### config.mk
export PLATFORM = sky130hd
export DESIGN_NAME = bpa_ctrl
export DESIGN_NICKNAME = d
export VERILOG_FILES = /design/src/hw/rtl/bpa_pkg.sv /design/src/hw/rtl/bpa_ctrl.sv
export SDC_FILE = /design/constraint.sdc
export NUM_CORES = 1
export LEC_CHECK = 0
export ABC_CLOCK_PERIOD_IN_PS = 1000
export BUFFER_PORTS_ARGS = -buffer_cell sky130_fd_sc_hd__buf_2
export CAP_MARGIN = 40
export CELL_PAD_IN_SITES_DETAIL_PLACEMENT = 1
export CELL_PAD_IN_SITES_GLOBAL_PLACEMENT = 1
export CORE_MARGIN = 2
export CORE_UTILIZATION = 23
export CTS_CLUSTER_SIZE = 24
export DETAILED_ROUTE_END_ITERATION = 8
export PLACE_DENSITY = 0.7
export SYNTH_ARGS = -nofsm -noshare
export SYNTH_HDL_FRONTEND = slang
export SYNTH_SLANG_ARGS = --single-unit
### constraint.sdc
create_clock -name clk_i -period 1 [get_ports clk_i]
set_input_delay 0.15 -clock clk_i [delete_from_list [all_inputs] [get_ports clk_i]]
set_output_delay 0.15 -clock clk_i [all_outputs]
set_load 0.02 [all_outputs]
### src/hw/rtl/bpa_pkg.sv
`timescale 1ns / 1ps

package bpa_pkg;

  // fixed field widths
  localparam int unsigned PAGE_W    = 40;
  localparam int unsigned CNT_W     = 17;
  localparam int unsigned OP_W      = 2;
  localparam int unsigned STATUS_W  = 2;
  localparam int unsigned CFG_IDX_W = 1;

  // parameter defaults
  localparam int unsigned MAX_PAGES_DEF = 65536;
  localparam int unsigned WORD_BITS_DEF = 64;

  // configuration register indexes
  localparam logic [CFG_IDX_W-1:0] CFG_BASE_PAGE  = 1'b0;
  localparam logic [CFG_IDX_W-1:0] CFG_PAGE_COUNT = 1'b1;

  localparam logic [CNT_W-1:0] PAGE_COUNT_RST = 17'h10000;

  typedef enum logic [OP_W-1:0] {
    OP_ALLOC = 2'd0,
    OP_FREE  = 2'd1,
    OP_MARK  = 2'd2,
    OP_NOP   = 2'd3
  } op_e;

  typedef enum logic [STATUS_W-1:0] {
    STS_OK      = 2'd0,
    STS_NO_FREE = 2'd1,
    STS_RANGE   = 2'd2
  } status_e;

  typedef enum logic [2:0] {
    ST_CLEAR,
    ST_IDLE,
    ST_CHECK,
    ST_DIV,
    ST_FETCH,
    ST_MODIFY,
    ST_SCAN,
    ST_DONE
  } state_e;

  // controller to datapath
  typedef struct packed {
    logic    clear_step;
    logic    capture;
    logic    scan_start;
    logic    scan_step;
    logic    div_mul;
    logic    div_rem;
    logic    modify;
    logic    res_we;
    status_e res_status;
    logic    load_out;
  } cmd_t;

  // datapath to controller
  typedef struct packed {
    op_e  op;
    logic in_range;
    logic scan_hit;
    logic scan_miss;
    logic clear_last;
    logic out_free;
  } sts_t;

endpackage

### src/hw/rtl/bpa_ctrl.sv
`timescale 1ns / 1ps

module bpa_ctrl (
  input  logic          clk_i,
  input  logic          rst_ni,
  input  logic          in_valid_i,
  output logic          in_stall_o,
  input  bpa_pkg::sts_t sts_i,
  output bpa_pkg::cmd_t cmd_o
);

  import bpa_pkg::*;

  state_e state_q, state_d;

  always_ff @(posedge clk_i or negedge rst_ni) begin
    if (!rst_ni) begin
      state_q <= ST_CLEAR;
    end else begin
      state_q <= state_d;
    end
  end

  always_comb begin
    state_d           = state_q;
    cmd_o             = '0;
    cmd_o.res_status  = STS_OK;
    in_stall_o        = 1'b1;
    case (state_q)
      ST_CLEAR: begin
        cmd_o.clear_step = 1'b1;
        if (sts_i.clear_last) begin
          state_d = ST_IDLE;
        end
      end
      ST_IDLE: begin
        in_stall_o = 1'b0;
        if (in_valid_i) begin
          cmd_o.capture = 1'b1;
          state_d       = ST_CHECK;
        end
      end
      ST_CHECK: begin
        case (sts_i.op)
          OP_ALLOC: begin
            cmd_o.scan_start = 1'b1;
            state_d          = ST_SCAN;
          end
          OP_FREE, OP_MARK: begin
            if (sts_i.in_range) begin
              state_d = ST_DIV;
            end else begin
              cmd_o.res_we     = 1'b1;
              cmd_o.res_status = STS_RANGE;
              state_d          = ST_DONE;
            end
          end
          default: begin
            // no-op code answers ok
            cmd_o.res_we = 1'b1;
            state_d      = ST_DONE;
          end
        endcase
      end
      ST_DIV: begin
        cmd_o.div_mul = 1'b1;
        state_d       = ST_FETCH;
      end
      ST_FETCH: begin
        cmd_o.div_rem = 1'b1;
        state_d       = ST_MODIFY;
      end
      ST_MODIFY: begin
        cmd_o.modify = 1'b1;
        cmd_o.res_we = 1'b1;
        state_d      = ST_DONE;
      end
      ST_SCAN: begin
        cmd_o.scan_step = 1'b1;
        if (sts_i.scan_hit || sts_i.scan_miss) begin
          state_d = ST_DONE;
        end
      end
      ST_DONE: begin
        if (sts_i.out_free) begin
          cmd_o.load_out = 1'b1;
          state_d        = ST_IDLE;
        end
      end
      default: begin
        state_d = ST_CLEAR;
      end
    endcase
  end

endmodule

==> results.txt <==
The run finished, with violations left. The final reports fail on negative setup slack. For the deepest clock path buffer count, the log shows 2. The kind of cell with the highest combined delay along the critical path is flip-flops.

The net total in the final layout was 103. In this run, synthesis inferred 0 flip-flops with an integrated enable. The biggest fanout along the worst timing path is 8.

After routing, the total negative slack on setup checks comes to -3700 ps. The cell internal power dissipation came out at 1.50 mW. After synthesis, the cell types taking the most area are sky130_fd_sc_hd__dfrtp_1 (21%), sky130_fd_sc_hd__buf_6 (13%), sky130_fd_sc_hd__nand2_1 (7.4%), sky130_fd_sc_hd__and3_1 (7.1%), sky130_fd_sc_hd__ha_1 (7.1%).

The slowest library cell on the worst path was sky130_fd_sc_hd__dfrtp_2. The clock sink count is 3, and the post-detailed-route wirelength per cell is 14.4 µm. Pin placement for this block handled 22 I/O pins. The total standard cell area after synthesis is 353 µm². The run gives 0 as the final routed DRC violation total.

The tools report the HPWL after detailed placement as 951 µm. The number of cells produced by synthesis was 47; the final critical-path setup slack was -395 ps. Summed over all layers, the routed wires come to 1530 µm. The global route total overflow came out at 0. Fraction of post-synthesis cell area in the top cell type by area: 21.3%.

The commonest cells after synthesis are sky130_fd_sc_hd__nand2_1 (7), sky130_fd_sc_hd__nor2_1 (6), sky130_fd_sc_hd__and3_1 (4), sky130_fd_sc_hd__buf_6 (4), sky130_fd_sc_hd__inv_1 (4). The analysis attributes to net switching a power of 1.16 mW. TritonCTS built the clock tree. The maximum ir drop on the vdd rail was 1360 µV; the shortest period the worst path allows was 1400 ps. Clock tree synthesis selected as its root buffer the cell sky130_fd_sc_hd__clkbuf_4. The register with the most flip-flops in the layout has 3 of them. The largest area contributor in the netlist is sky130_fd_sc_hd__dfrtp_1. The number of nets in the synthesized netlist is 59. After synthesis, flip-flops and latches occupy 21.3% of the total area.

Together, buffers and inverters on the worst path number 2. Most frequently used cell type in the post-synthesis netlist: sky130_fd_sc_hd__nand2_1. The initialized floorplan defines 14 standard-cell rows. Top register by number of flip-flops: state_q. The total die area came out at 1860 µm².

The logs give 21 for the count of cell types in the netlist and 0 for the final number of max-transition violations. The required time of the worst setup path came out at 850 ps. In this run the worst hold path is classified as in2reg. The tools report the count of endpoints failing hold in the final timing report as 0. The tools report the highest achievable clock rate as 717 MHz.

For this block, the via count after detailed routing is 492. Routability-driven placement finished with a final weighted congestion of 0.677. For this run, the share of the core covered by cells in the final layout is 58.5%. The largest registers in the layout are state_q: 3 flops. For this block, the initial DRC count from the detailed router was 4. Of all flip-flops after synthesis, the portion carrying an async set or reset was 100%. Setup violations remaining at the end of the flow were counted as 14.

For the number of synthesis warnings, the log shows 0. The tools report the worst setup timing slack at the placement stage as -246 ps. The largest stage delay on the critical path works out to 480 ps. Buffers inserted during clock tree synthesis total 3. The tools report the initial antenna violation count as 0.

Setup repair after global routing could not meet its margin everywhere. Across the routed clock network, the largest skew measured is 2.29 ps. For the number of detailed-routing iterations run before antenna repair, the log shows 3. The synthesized area per cell works out to 7.51 µm². The share of total power dissipated in the clock network is 7.8%.

The clock latency on the worst-skew pair is 230 ps, and the clock-pin slew of the registers on the worst-case setup and hold paths is 40 ps. The via count of the first global-routing pass was 546. In this run the power density over the cells is 3090 nW/µm². Per report_power, the combinational group accounts for 79.2% of the total.

The worst setup path is captured at an output pin. The number of H-tree branching levels was 1; the overall die height was 43.2 µm. Port buffering added 20 buffers.

The post-synthesis register bit count is 3, and the via density per instance is 4.64. The worst setup path category is reg2out. The synthesis-to-layout area growth was 144%. Sequential cells account for 13.0% of the total power. Among all flip-flop cells after synthesis, the most frequent one is sky130_fd_sc_hd__dfrtp_1. The signal on the critical path passes through inv_2 -> nor3_2 -> buf_4. The leakage component of the power is 0.414 nW.

STA puts the critical path data arrival time at 1250 ps. For this configuration, the core starts out at a cell density of 24.0%. The tools report the combined global-route utilization of all metal layers as 18.3%. The maximum number of pins on one net before global-route repair was 9; the share of the clock period used by the worst path was 140%. The first global-routing pass estimated 2460 µm of wire.

The share of total power consumed by net switching is 43.7%. In this run the horizontal extent of the chip is 43.2 µm. Cells with a size suffix above 1 make up 82.2% of the layout. The type of origin of the critical path is a flip-flop.

Across the run, the number of max-cap violations was 0. 0 antenna diodes ended up in the layout. In this run the remaining antenna-violating nets after routing total 0.

The tools report the core footprint as 1470 µm².
final timing paths:
path	depth (start not counted)	startpoint	slack, ps	end
max	3	state_q[2]	-400	cmd_o[7]
min	3	in_valid_i	250	state_q[1]
max reg2reg	4	state_q[2]	-140	state_q[0]
min reg2reg	2	state_q[2]	730	state_q[2]
max in group asynchronous	2	rst_ni	610	state_q[0]
min in group asynchronous	2	rst_ni	260	state_q[2]
metrics by stage:
| stage | hold slack [ps] | instances | instance area (µm²) | power, mW |
|---|---|---|---|---|
| finish | 252 | 106 | 861 | 2.66 |
| global route | 247 | 106 | 861 | 2.82 |
| CTS | 248 | 106 | 818 | 2.50 |
| detailed placement | -46.8 | 95 | 598 | 1.58 |
| global placement | -54.9 | 95 | 598 | 1.53 |
| floorplan | -146 | 47 | 403 | 1.14 |
worst register-to-register path: cells and delay by family (launching register included):
family          cells  cell delay, ps
buf+inv             1             170
compound gates      2             210
flops               1             480
simple gates        1             150
cell type report:
class | count | area [µm²]
flip-flops and latches | 3 | 78.8
repair buffers | 44 | 387
multi-input cells | 35 | 334
well taps | 16 | 20.0
fillers | 185 | 611
inverters | 4 | 15.0
clock buffers | 4 | 26.3
layer usage:
layer  up-vias  part of all wire (%)  track usage [%]
li1        242                     -                -
met3         4                   4.7             2.13
met2        19                    52             31.3
met5         -                     0                0
met1       227                    40             20.5
met4         0                   2.6             12.7
power by group through the flow:
stage | combinational (mW) | clock [mW] | sequential (mW)
2_1_floorplan | 0.916 | 0 | 0.221
3_3_place_gp | 1.18 | 0 | 0.348
3_5_place_dp | 1.23 | 0 | 0.354
4_1_cts | 1.94 | 0.219 | 0.347
5_1_grt | 2.24 | 0.231 | 0.356
6_report | 2.11 | 0.209 | 0.345
layout by cell type (no fill, tap or decap), types with 2 or more instances in the layout:
master	Yosys	routed
sky130_fd_sc_hd__buf_6	4	17
sky130_fd_sc_hd__buf_4	1	16
sky130_fd_sc_hd__buf_2	0	9
sky130_fd_sc_hd__nand2_1	7	5
sky130_fd_sc_hd__inv_2	0	3
sky130_fd_sc_hd__nor3_2	1	3
sky130_fd_sc_hd__nor2_1	6	3
sky130_fd_sc_hd__and3_4	0	3
sky130_fd_sc_hd__clkbuf_4	0	3
sky130_fd_sc_hd__dfrtp_2	0	3
sky130_fd_sc_hd__nor2_4	0	2
sky130_fd_sc_hd__o21ai_2	0	2
sky130_fd_sc_hd__nand2_4	0	2
timing repair:
| action | 4_1_cts | 5_1_grt |
|---|---|---|
| resized for setup | 41 | 10 |
| setup endpoints to repair | 14 | 14 |
| setup buffers | 6 | 0 |
| hold buffers | 1 | 0 |
| pin swaps | 8 | 8 |
| endpoints found under the hold margin | 3 | 0 |
kinds of logic after synthesis:
family,count (synthesis),synth area share [%]
compound gates,9,20.2
fa+ha+maj,2,7.09
buf+inv,9,19.1
flops,3,21.3
other cells,1,1.06
simple gates,23,31.2
(Power assumes the default switching activity.)
